--- src/hw/rtl/brb_pkg.sv ---
`timescale 1ns / 1ps
// ----------------------------------------------------------------------------
// brb_pkg: shared definitions for the byte ring buffer
// Sizes, command and status codes, payload structs and the control and
// status bundles that pass between the controller, datapath and output queue.
// ----------------------------------------------------------------------------
package brb_pkg;

    localparam int RING_BYTES = 1024;
    localparam int MAX_PEEK   = 64;

    localparam int CMD_W  = 2;
    localparam int DATA_W = 8;
    localparam int LEN_W  = 11;
    localparam int OFF_W  = 10;
    localparam int STAT_W = 2;

    localparam int ADDR_W = (RING_BYTES > 1) ? $clog2(RING_BYTES) : 1;
    localparam int CNT_W  = $clog2(RING_BYTES + 1);
    localparam int PK_W   = $clog2(MAX_PEEK + 1);
    // Width that holds any sum of two lengths, offsets or counts.
    localparam int CMP_W  = ((CNT_W > LEN_W) ? CNT_W : LEN_W) + 1;

    localparam logic [CMD_W-1:0] CMD_WRITE = 2'd0;
    localparam logic [CMD_W-1:0] CMD_PEEK  = 2'd1;
    localparam logic [CMD_W-1:0] CMD_SKIP  = 2'd2;

    localparam logic [STAT_W-1:0] ST_OK       = 2'd0;
    localparam logic [STAT_W-1:0] ST_NO_ROOM  = 2'd1;
    localparam logic [STAT_W-1:0] ST_TOO_LONG = 2'd2;

    typedef struct packed {
        logic [CMD_W-1:0]  command;
        logic [DATA_W-1:0] data_byte;
        logic              first_of_chunk;
        logic [LEN_W-1:0]  length;
        logic [OFF_W-1:0]  peek_offset;
    } item_t;

    typedef struct packed {
        logic [STAT_W-1:0] status;
        logic [DATA_W-1:0] out_byte;
        logic [LEN_W-1:0]  count;
        logic              last;
    } result_t;

    typedef struct packed {
        logic accept;
        logic issue;
    } ctrl_cmd_t;

    typedef struct packed {
        logic peek_go;
        logic peek_one_left;
        logic rd_pending;
    } dp_status_t;

    typedef struct packed {
        logic [1:0] level;
        logic       pop;
    } oq_status_t;

endpackage

--- src/hw/rtl/brb_outq.sv ---
`timescale 1ns / 1ps
// ----------------------------------------------------------------------------
// brb_outq: two-entry result queue
// Holds finished results so that the next item can be taken while a
// result still waits for the downstream side.
// ----------------------------------------------------------------------------
module brb_outq (
    input  logic                clk,
    input  logic                rst_n,
    input  logic                push,
    input  brb_pkg::result_t    push_item,
    output logic                result_valid,
    input  logic                result_stall,
    output brb_pkg::result_t    result,
    output brb_pkg::oq_status_t status
);

    brb_pkg::result_t entry_reg [2];
    logic             wr_ptr_reg;
    logic             wr_ptr_next;
    logic             rd_ptr_reg;
    logic             rd_ptr_next;
    logic [1:0]       level_reg;
    logic [1:0]       level_next;
    logic             pop;

    assign result_valid = (level_reg != 2'd0);
    assign result       = entry_reg[rd_ptr_reg];
    assign pop          = result_valid && !result_stall;

    assign status.level = level_reg;
    assign status.pop   = pop;

    always_comb
    begin
        wr_ptr_next = push ? !wr_ptr_reg : wr_ptr_reg;
        rd_ptr_next = pop ? !rd_ptr_reg : rd_ptr_reg;
        level_next  = level_reg + {1'b0, push} - {1'b0, pop};
    end

    always_ff @(posedge clk or negedge rst_n)
    begin
        if (!rst_n)
        begin
            wr_ptr_reg <= 1'b0;
            rd_ptr_reg <= 1'b0;
            level_reg  <= 2'd0;
        end
        else
        begin
            wr_ptr_reg <= wr_ptr_next;
            rd_ptr_reg <= rd_ptr_next;
            level_reg  <= level_next;
        end
    end

    always_ff @(posedge clk)
    begin
        if (push)
        begin
            entry_reg[wr_ptr_reg] <= push_item;
        end
    end

    // The controller's credit check must never let a push land on a full queue.
    a_no_overflow: assert property (@(posedge clk) disable iff (!rst_n)
        push |-> (level_reg != 2'd2 || pop))
        else $error("result pushed into a full queue");

    a_level_range: assert property (@(posedge clk) disable iff (!rst_n)
        level_reg != 2'd3)
        else $error("result queue level out of range");

endmodule

--- config.mk ---
export PLATFORM = sky130hd
export DESIGN_NAME = brb_outq
export DESIGN_NICKNAME = d
export VERILOG_FILES = /design/src/hw/rtl/brb_pkg.sv /design/src/hw/rtl/brb_outq.sv
export SDC_FILE = /design/constraint.sdc
export NUM_CORES = 1
export LEC_CHECK = 0
export ABC_AREA = 1
export BUFFER_PORTS_ARGS = -buffer_cell sky130_fd_sc_hd__buf_2
export CAP_MARGIN = 20
export CORE_MARGIN = 10
export CORE_UTILIZATION = 54
export DETAILED_ROUTE_END_ITERATION = 8
export PLACE_DENSITY_LB_ADDON = 0.05
export SLEW_MARGIN = 20
export SYNTH_ARGS = -nofsm -noshare
export SYNTH_HDL_FRONTEND = slang
export SYNTH_SLANG_ARGS = --single-unit
--- constraint.sdc ---
create_clock -name clk -period 5.4 [get_ports clk]
set_input_delay 1.08 -clock clk [delete_from_list [all_inputs] [get_ports clk]]
set_output_delay 1.08 -clock clk [all_outputs]
set_load 0.005 [all_outputs]
* Word level (Yosys, flattened, before mapping) *
Memories as Yosys holds them, arrays and structs flattened.
Cells that the tools add are included.

word-level totals
  register bits = 4
  bits in writable memories = 44
  output and inout bits = 26
  word-level logic and storage cells = 13
  memories kept = 1

operators by class
  add/subtract/negate cells = 2
  muxes and demuxes = 2
  reduce and logical (&&, ||, !) cells = 5

memory list
  name       depth  width  rd ports  clocked after memory_dff  wr ports  RTL line        RTL
  entry_reg  2      22     1         0                         1         brb_outq.sv:18  brb_pkg::result_t entry_reg [2];

operator list
  cell                       number
  logical NOT 1 bit          3
  adder 2 x 1 -> 2 bit       1
  2-to-1 mux 1 bit           2
  nonzero test 2 bit         1
  subtractor 2 x 1 -> 2 bit  1
  logical AND 1 bit          1

* Logic depth before layout (Yosys ltp) *
  depth after elaboration = 3
  mapped depth = 10
  mapped depth without buffers = 10

* Least setup slack after synthesis *
OpenSTA, ideal clock, no wires.

  path kind = input-to-reg
  start = input push
  end = memory entry_reg[0][0] in the netlist's numbering, enable pin
  library setup time = 401 ps
  data arrival time = 2052 ps
  data required time = 4999 ps
  slack = 2947 ps
  stages on the path = 2
  path buffers = 0
  cells stage by stage = inv_1 > nor2_1

between the ends
  cells in the longest elaborated chain, start to end = 2

ends and longest elaborated chain
  item                                    RTL line        RTL
  start, declared                         brb_outq.sv:10  input logic push,
  2-to-1 mux 1 bit                        brb_outq.sv:59  if (push)
  2-to-1 mux 1 bit (implied by the code)  brb_outq.sv:61  entry_reg[wr_ptr_reg] <= push_item;
  end, declared                           brb_outq.sv:18

Every way passes these cells.

==> results by group <==
Clock network
  • H-Tree Level Count: 2
  • Worst-Skew Late Latency: 0.34 ns
  • Hold_buf cts: 0
  • Post-CTS sizing: 0
  • Post-CTS Repair Setup Buffers: 0
  • CTS tree: done
  • CTS clock-pin slew for the worst setup and hold paths: 0.12 ns
  • Cts bufs inserted: 5
  • Clk buf depth: 2
  • CTS root buffer: clkbuf_4
  • Clk sinks: 48

Worst setup path
  • Required time of the critical path: 4.32 ns
  • Crit. End Element: output pin
  • Crit-path max FO: 24
  • CP startpoint: rd_ptr_reg
  • Origin of the critical flop-to-flop path: rd_ptr_reg
  • CP Data Arrival Time: 1.97 ns
  • Worst setup path class: flop to output pin
  • Setup crit start kind: flop

Layout
  • Fraction of layout cells with a size suffix above 1: 30.00%
  • Fin util: 66.25%
  • Area Overhead vs Synth: 19.41%
  • Ant. Diodes: 0
  • Flip-flop count of the largest register after layout: 44
  • Final Net Count: 227

STA
  • Max-slew violations: 0
  • Slew headroom: 39.98%
  • RSZ-0062 raised after global routing: false
  • Worst Skew: 0.01077 ns
  • Final worst-path cycle share: 56.55%
  • FMAX: 327.5 MHz
  • Setup TNS: 0 ns
  • Final hold violation count: 0
  • Worst slew pin tran: 0.8993 ns
  • Endpoints failing setup: 0
  • Minimum clock period: 3.054 ns
  • Worst hold margin: 0.5181 ns

Power and ir drop
  • Leak pwr: 1.009 nW
  • Peak supply drop: 300.6 uV
  • Power density over cell area: 484.3 nW/um2

Synthesis
  • Syn_area_per_cell: 12.67 um2
  • Commonest cells in the synthesized netlist: nand2_1 (76), edfxtp_1 (44), inv_1 (9), dfrtp_1 (4), buf_4 (3)
  • Post-Synthesis Cells: 145
  • Mapped cell area: 1837 um2
  • Async S/R FF share, synth: 8.333%
  • Yosys cell types: 11
  • Dominant synthesized flop cell: edfxtp_1
  • Yosys warns: 0
  • Synth Register Bits: 48
  • Post-synth EDFFs: 44
  • Synth area leaders: edfxtp_1 (72%), nand2_1 (16%), dfrtp_1 (5.4%)
  • Syn Nets: 173
  • Share of the synthesized area in the top cell type: 71.93%
  • Most frequent cell after synthesis: nand2_1
  • Register area share after synthesis: 77.38%
  • Dominant cell type by area after synthesis: edfxtp_1

Route
  • Drc violations: 0
  • Routed via count: 1162
  • DRT antenna net count: 0
  • Post-DR wirelength/cell: 13.37 um
  • Via-to-Cell Ratio: 4.724
  • Post-Route WL: 3290 um
  • Iteration-0 DRC Markers: 96
  • First-pass iteration count of the detailed router: 4

Global route
  • Vias in the first global route: 1194
  • Initial antenna violation count: 0
  • First-pass GRT wire length: 5375 um
  • Gr ovfl total: 0
  • Gr usage total: 11.18%
  • Largest net degree at the start of global routing: 25

Die
  • Die boundary height: 78.32 um
  • Die boundary width: 78.32 um
  • Starting Density: 55.48%
  • Core region area: 3311 um2
  • I/O pin count: 52
  • Floorplan row count: 21
  • Die area: 6134 um2

Job
  • Max-cap violations: 0

Place
  • GP Congestion: 0.7450
  • Hpwl dp: 2357 um
  • I/O Buffers: 51

Worst hold path
  • Min-Delay Path Class: primary input to asynchronous set/reset pin

Run status
  • Status: complete, no violations
critical path, cell delays in order, from the launching register on:
cell and delay [ns]:
dfrtp_1 0.90, inv_2 0.39, nand2_1 0.15, nand2_1 0.06, buf_2 0.13
logic make-up after synthesis:
group / count (synthesis) / share of synthesized area, %
buffers and inverters: 15 / 4.495
adder cells (fa/ha/maj): 2 / 1.362
AND/OR/NAND/NOR: 79 / 16.28
XOR/XNOR: 1 / 0.4769
flip-flops: 48 / 77.38
cells in the final DEF (no fill, tap or decap), drive strengths merged:
cell	instances
nor2	1
buf	52
ha	2
edfxtp	44
nand3	2
inv	10
clkbuf	7
bufinv	1
dfrtp	4
xor2	1
nand2	76
report_power, final:
group | internal (W) | leakage [nW] | switching (W)
Combinational | 0.000129 | 0.509 | 0.000190
Clock | 0.0000983 | 0.0395 | 0.0000981
Sequential | 0.000497 | 0.460 | 0.0000506
Total | 0.000724 | 1.01 | 0.000338
metrics by stage:
step                      power (W)  area, um2  setup WS [ns]  std cells
final                      0.001062       2193          2.346        246
after global routing       0.001147       2193          2.165        246
after CTS                  0.001082       2193          2.315        246
after detailed placement  0.0008868       2118          2.711        238
after global placement    0.0008681       2107          2.747        237
after floorplan           0.0007443       1837          2.947        145
area by class of cell:
class | instances | area (um2)
repair buffers | 52 | 266.5
well taps | 46 | 57.56
inverters | 10 | 37.54
flip-flops and latches | 48 | 1421
clock inverters | 1 | 30.03
fillers | 272 | 1117
clock buffers | 7 | 45.04
multi-input cells | 82 | 335.3
metal layers:
metal,up-vias,share of wire [%],track usage [%]
met2,43,49,17.76
met4,0,1.3,3.763
li1,579,-,-
met5,-,0,0
met1,534,40,12.23
met3,6,9.6,6.606
path summary, 6_finish.rpt:
| check | cells past startpoint | slack (ns) | end |
|---|---|---|---|
| max | 4 | 2.35 | result[18] |
| min in group clk | 1 | 0.52 | wr_ptr_reg |
| min reg2reg | 1 | 0.52 | wr_ptr_reg |
| max reg2reg | 3 | 3.77 | rd_ptr_reg |
| max in group asynchronous | 1 | 4.75 | rd_ptr_reg |
| min | 1 | 0.52 | level_reg[1] |
Note: power is estimated with default switching activity, not from simulation.
