**src/hw/rtl/brb_pkg.sv**
```systemverilog
`timescale 1ns / 1ps
// ----------------------------------------------------------------------------
// brb_pkg: shared definitions for the byte ring buffer
// Sizes, command and status codes, payload structs and the control and
// status bundles that pass between the controller, datapath and output queue.
// ----------------------------------------------------------------------------
package brb_pkg;

    localparam int RING_BYTES = 1024;
    localparam int MAX_PEEK   = 64;

    localparam int CMD_W  = 2;
    localparam int DATA_W = 8;
    localparam int LEN_W  = 11;
    localparam int OFF_W  = 10;
    localparam int STAT_W = 2;

    localparam int ADDR_W = (RING_BYTES > 1) ? $clog2(RING_BYTES) : 1;
    localparam int CNT_W  = $clog2(RING_BYTES + 1);
    localparam int PK_W   = $clog2(MAX_PEEK + 1);
    // Width that holds any sum of two lengths, offsets or counts.
    localparam int CMP_W  = ((CNT_W > LEN_W) ? CNT_W : LEN_W) + 1;

    localparam logic [CMD_W-1:0] CMD_WRITE = 2'd0;
    localparam logic [CMD_W-1:0] CMD_PEEK  = 2'd1;
    localparam logic [CMD_W-1:0] CMD_SKIP  = 2'd2;

    localparam logic [STAT_W-1:0] ST_OK       = 2'd0;
    localparam logic [STAT_W-1:0] ST_NO_ROOM  = 2'd1;
    localparam logic [STAT_W-1:0] ST_TOO_LONG = 2'd2;

    typedef struct packed {
        logic [CMD_W-1:0]  command;
        logic [DATA_W-1:0] data_byte;
        logic              first_of_chunk;
        logic [LEN_W-1:0]  length;
        logic [OFF_W-1:0]  peek_offset;
    } item_t;

    typedef struct packed {
        logic [STAT_W-1:0] status;
        logic [DATA_W-1:0] out_byte;
        logic [LEN_W-1:0]  count;
        logic              last;
    } result_t;

    typedef struct packed {
        logic accept;
        logic issue;
    } ctrl_cmd_t;

    typedef struct packed {
        logic peek_go;
        logic peek_one_left;
        logic rd_pending;
    } dp_status_t;

    typedef struct packed {
        logic [1:0] level;
        logic       pop;
    } oq_status_t;

endpackage

```
**src/hw/rtl/brb_ctrl.sv**
```systemverilog
`timescale 1ns / 1ps
// ----------------------------------------------------------------------------
// brb_ctrl: sequencing controller
// Decides when an item transfer may happen and paces the byte reads of a
// peek against the space left in the result queue.
// ----------------------------------------------------------------------------
module brb_ctrl (
    input  logic                clk,
    input  logic                rst_n,
    input  logic                item_valid,
    output logic                item_stall,
    input  brb_pkg::dp_status_t dp,
    input  brb_pkg::oq_status_t oq,
    output brb_pkg::ctrl_cmd_t  cmd
);

    localparam logic S_IDLE = 1'b0;
    localparam logic S_PEEK = 1'b1;

    logic       state_reg;
    logic       state_next;
    logic [2:0] occupancy;

    // Queue entries plus the read still on its way from the store.
    assign occupancy = {1'b0, oq.level} + {2'b00, dp.rd_pending};

    assign item_stall = !((state_reg == S_IDLE) && !dp.rd_pending
                          && ((oq.level != 2'd2) || oq.pop));
    assign cmd.accept = item_valid && !item_stall;
    assign cmd.issue  = (state_reg == S_PEEK)
                        && ((occupancy < 3'd2) || ((occupancy == 3'd2) && oq.pop));

    always_comb
    begin
        state_next = state_reg;
        unique case (state_reg)
            S_IDLE:
            begin
                if (cmd.accept && dp.peek_go)
                begin
                    state_next = S_PEEK;
                end
            end
            S_PEEK:
            begin
                if (cmd.issue && dp.peek_one_left)
                begin
                    state_next = S_IDLE;
                end
            end
            default:
            begin
                state_next = S_IDLE;
            end
        endcase
    end

    always_ff @(posedge clk or negedge rst_n)
    begin
        if (!rst_n)
        begin
            state_reg <= S_IDLE;
        end
        else
        begin
            state_reg <= state_next;
        end
    end

    a_issue_in_peek: assert property (@(posedge clk) disable iff (!rst_n)
        cmd.issue |-> (state_reg == S_PEEK))
        else $error("store read issued outside a peek run");

    a_peek_blocks_items: assert property (@(posedge clk) disable iff (!rst_n)
        (cmd.accept && dp.peek_go) |=> !cmd.accept)
        else $error("item taken while a peek run was starting");

    a_last_read_lands: assert property (@(posedge clk) disable iff (!rst_n)
        (cmd.issue && dp.peek_one_left) |=> (dp.rd_pending && item_stall))
        else $error("final peek byte not pending after its read");

endmodule

```
**config.mk**
```make
export PLATFORM = sky130hd
export DESIGN_NAME = brb_ctrl
export DESIGN_NICKNAME = d
export VERILOG_FILES = /design/src/hw/rtl/brb_pkg.sv /design/src/hw/rtl/brb_ctrl.sv
export SDC_FILE = /design/constraint.sdc
export NUM_CORES = 1
export LEC_CHECK = 0
export BUFFER_PORTS_ARGS = -buffer_cell sky130_fd_sc_hd__buf_4
export CORE_AREA = 5 5 42 44
export DETAILED_ROUTE_END_ITERATION = 10
export DIE_AREA = 0 0 47 49
export GPL_ROUTABILITY_DRIVEN = 0
export RECOVER_POWER = 50
export SETUP_SLACK_MARGIN = 0.5
export SLEW_MARGIN = 20
export SYNTH_ARGS = -nofsm -noshare
export SYNTH_HDL_FRONTEND = slang
export SYNTH_SLANG_ARGS = --single-unit
```
**constraint.sdc**
```tcl
create_clock -name clk -period 2.5 [get_ports clk]
set_input_delay 0.125 -clock clk [delete_from_list [all_inputs] [get_ports clk]]
set_output_delay 0.125 -clock clk [all_outputs]
set_load 0.01 [all_outputs]
```
; ---- Yosys cells after proc, flatten, opt, wreduce, memory -nomap -nowiden
; Index checks and enable logic that the tools add are counted.
[word_totals]
in_bits = 9
word_cells = 20
regBits = 1
output_inout_bits = 3
[op_classes]
muxes = 3
n_reduce_logical = 11
order_cmp = 1
n_addsub = 1
bitwise_logic = 1
n_eq_ne = 2
[op_table]
columns = operator, count
row1 = 1-bit logical AND, 7
row2 = 2-bit by 1-bit adder with 3-bit output, 1
row3 = 3-bit by 2-bit == test with 1-bit output (second input constant), 1
row4 = 3-bit by 2-bit less-than comparator with 1-bit output (second input constant), 1
row5 = 1-bit logical NOT, 2
row6 = 1-bit logical OR, 2
row7 = 1-bit two-way mux, 2
row8 = 2-bit != test (second input constant), 1
row9 = 1-bit case mux with 2 select lines, 1
row10 = 1-bit inverter, 1

; ---- Longest topological paths before layout
[logic_depth]
depth_word = 8
ltp_mapped = 6
ltp_nobuf = 6

; ---- Least setup slack after synthesis
; OpenSTA, ideal clock, no wires.
[synth_timing]
kind = input to register
from = in dp[0] (netlist bit)
to = reg state_reg
path_slack_ns = 1.376
path_stages = 6
required_ns = 2.378
setup_ns = 0.122
path_buffers = 0
t_arrival_ns = 1.003
path_cell_list = ha_1 -> inv_1 -> ha_1 -> and4bb_1 -> o21ai_1 -> a32o_1
[synth_between]
elab_chain_len = 8
elab_cells_between_ends = 15
cone_classes = add/sub (1) / order compare (1) / eq/ne (1) / mux (3) / reduce/logical (9)
[synth_rtl]
columns = element, line_no
row1 = from (decl), brb_ctrl.sv:12  ; input brb_pkg::dp_status_t dp,
row2 = branches (longest 7 deep; another with 2-bit by 1-bit adder with 3-bit output), n/a
row3 = 1-bit case mux with 2 select lines *, brb_ctrl.sv:36  ; unique case (state_reg)
row4 = named net state_next, brb_ctrl.sv:21  ; logic state_next;
row5 = to (signal assigned), brb_ctrl.sv:66  ; state_reg <= state_next;
row6 = to (decl), brb_ctrl.sv:20  ; logic state_reg;
; Mark *: on every way through the listed nets, which the timed path passes.

==> results.ini <==
[status]
outcome=finished clean

[synth]
async_flop_share=1.000
synthTopCellsByArea=ha_1, dfrtp_1, a211oi_2
ys_top_cells_by_count=ha_1, inv_1
ys_seq_area_frac=0.1905
syn_inst=14
synth_nets=26
yosys.area.top_type_share=0.2857
yosys.area.top_type=ha_1
synth_ff_type=dfrtp_1
synth_edf_count=0
syn-cell-area_um2=131.4
ys_seq_elements=1
synth_area_per_cell_um2=9.384
yosysUniqueCellTypes=10
synth_warnings=0

[power]
peakVddDrop_mv=0.07865
leakage_uw=0.0001228
powerDensity_nw_per_um2=248.3

[timing]
rsz0062_at_grt=false
max_slew_margin=0.7793
maxSlewViolCount=0
final_hold_viol_count=0
setup_viol=0
max_freq_mhz=743.9
setup-tns-final_ns=0
fin_crit_sh=0.5377
finalCriticalPeriod_ns=1.344
skew_ns=0
tightest_slew_ns=0.3291

[placed_design]
placement.io_buffers=11
dpl.cell_count=41
hpwl_um=347.7

[critical_path]
cpPeakStageDelay_ns=0.21
cp-end-kind=output port
path_delay_family=adder cells
cp.required_ns=2.38
cp-start-kind=primary input
worst-path-buf-inv=3
rrSetupSlack_ns=1.57
cp_max_fo=2
cp_cell_sequence=buf_4 -> ha_1 -> inv_1 -> ha_1 -> and4bb_1 -> o21a_1 -> buf_4
cp.arrival_ns=1.22
cpMaxStageDelayCell=ha_1
criticalPathCategory=primary input to output port

[layout]
finalNetCount=40
fin_cells=42
area_growth_syn_to_layout_pct=81.90
drive_above_1_share=0.4231
num_antenna_cells=0
largest_reg_flops=1

[global_route]
grt_overflow_total=0
grt_use_total=0.03233
antenna_found_initial=0
grt_pass1_wl_um=565
grt_pass1_vias=152
grt_max_degree=4

[drt]
dr_wl_met2_um=231
drtPass1Iterations=4
dr.first_iter.drc_count=3
wl_met3_um=16
drt-met1-wl_um=109
top_layer=met3
vias_per_cell=3.357
drt-total-wl_um=357
drc=0
vias=141
ant_nets=0
routedWlPerCell_um=8.500

[floorplan]
die_area_um2=2303
rows=14
die_y_um=49
die_x_um=47
ios=12
core_area_um2=1401
initial_core_util=0.09375

[clock_tree]
path_clk_slew_ns=0
cts_post_setup_buffers_inserted=0
hold_buffers=1
post_cts_resized=0
clk_latency_ns=0

[job]
cap_violations=0

[hold_path]
hold_class=primary input to register

==> worst paths after layout <==
| path | cells past startpoint | endpoint | start |
|---|---|---|---|
| setup / recovery | 7 | cmd[0] | dp[0] |
| hold / removal | 2 | state_reg | item_valid |
| setup reg to reg | 2 | state_reg | state_reg |
| hold reg to reg | 1 | state_reg | state_reg |
| max in group asynchronous | 2 | state_reg | rst_n |
| min in group asynchronous | 2 | state_reg | rst_n |
==> layer usage <==
layer | GRT usage | up-vias
li1 | - | 75
met3 | 0.007380 | 0
met2 | 0.07466 | 3
met4 | 0 | 0
met1 | 0.02402 | 63
met5 | 0 | -
==> cell usage in the layout, fill, tap and decap left out <==
cell type	netlist	routed
o21ai_1	1	1
nor2_1	1	1
dlygate4sd3_1	0	1
inv_1	3	3
clkbuf_4	0	1
o21a_1	1	1
a211oi_1	0	1
ha_1	3	3
dfrtp_1	1	1
buf_4	0	10
and2_1	1	1
and4bb_1	1	1
a32o_1	1	1
==> final cells by class <==
| cell class | instances | area (µm²) |
|---|---|---|
| Fill cell | 169 | 1162 |
| Inverter | 3 | 11.26 |
| Multi-Input combinational cell | 10 | 90.09 |
| Sequential cell | 1 | 25.02 |
| Tap cell | 16 | 20.02 |
| Timing Repair Buffer | 12 | 92.59 |
==> report_power, final <==
group          internal, µW  switching (µW)  total, µW
Combinational          23.4            14.4       37.7
Clock                     0               0          0
Sequential             19.6            2.01       21.6
Total                  43.0            16.4       59.3
==> metrics by stage <==
| step | total power [µW] | worst slack, ns | instance area, µm² | hold WS [ns] | util |
|---|---|---|---|---|---|
| 6_report | 59.33 | 1.156 | 239.0 | 0.3818 | 0.1705 |
| 5_1_grt | 64.75 | 1.091 | 239.0 | 0.3946 | 0.1705 |
| 4_1_cts | 62.39 | 1.137 | 244.0 | 0.3869 | 0.1741 |
| 3_5_place_dp | 60.99 | 1.138 | 234.0 | -0.09651 | 0.1670 |
| 3_3_place_gp | 61.27 | 1.156 | 234.0 | -0.09726 | 0.1670 |
| 2_1_floorplan | 38.96 | 1.376 | 131.4 | -0.1706 | - |
==> logic make-up (layout without fill, tap and decap cells) <==
kind of cell             Yosys count  count (layout)  synth area share
adder cells (fa/ha/maj)            3               3            0.2857
AND/OR/NAND/NOR                    3               3            0.1714
flip-flops                         1               1            0.1904
AO/OA/AOI/OAI                      4               4            0.2666
buffers and inverters              3              15           0.08571
No activity file was read; power rests on OpenSTA's default activity.
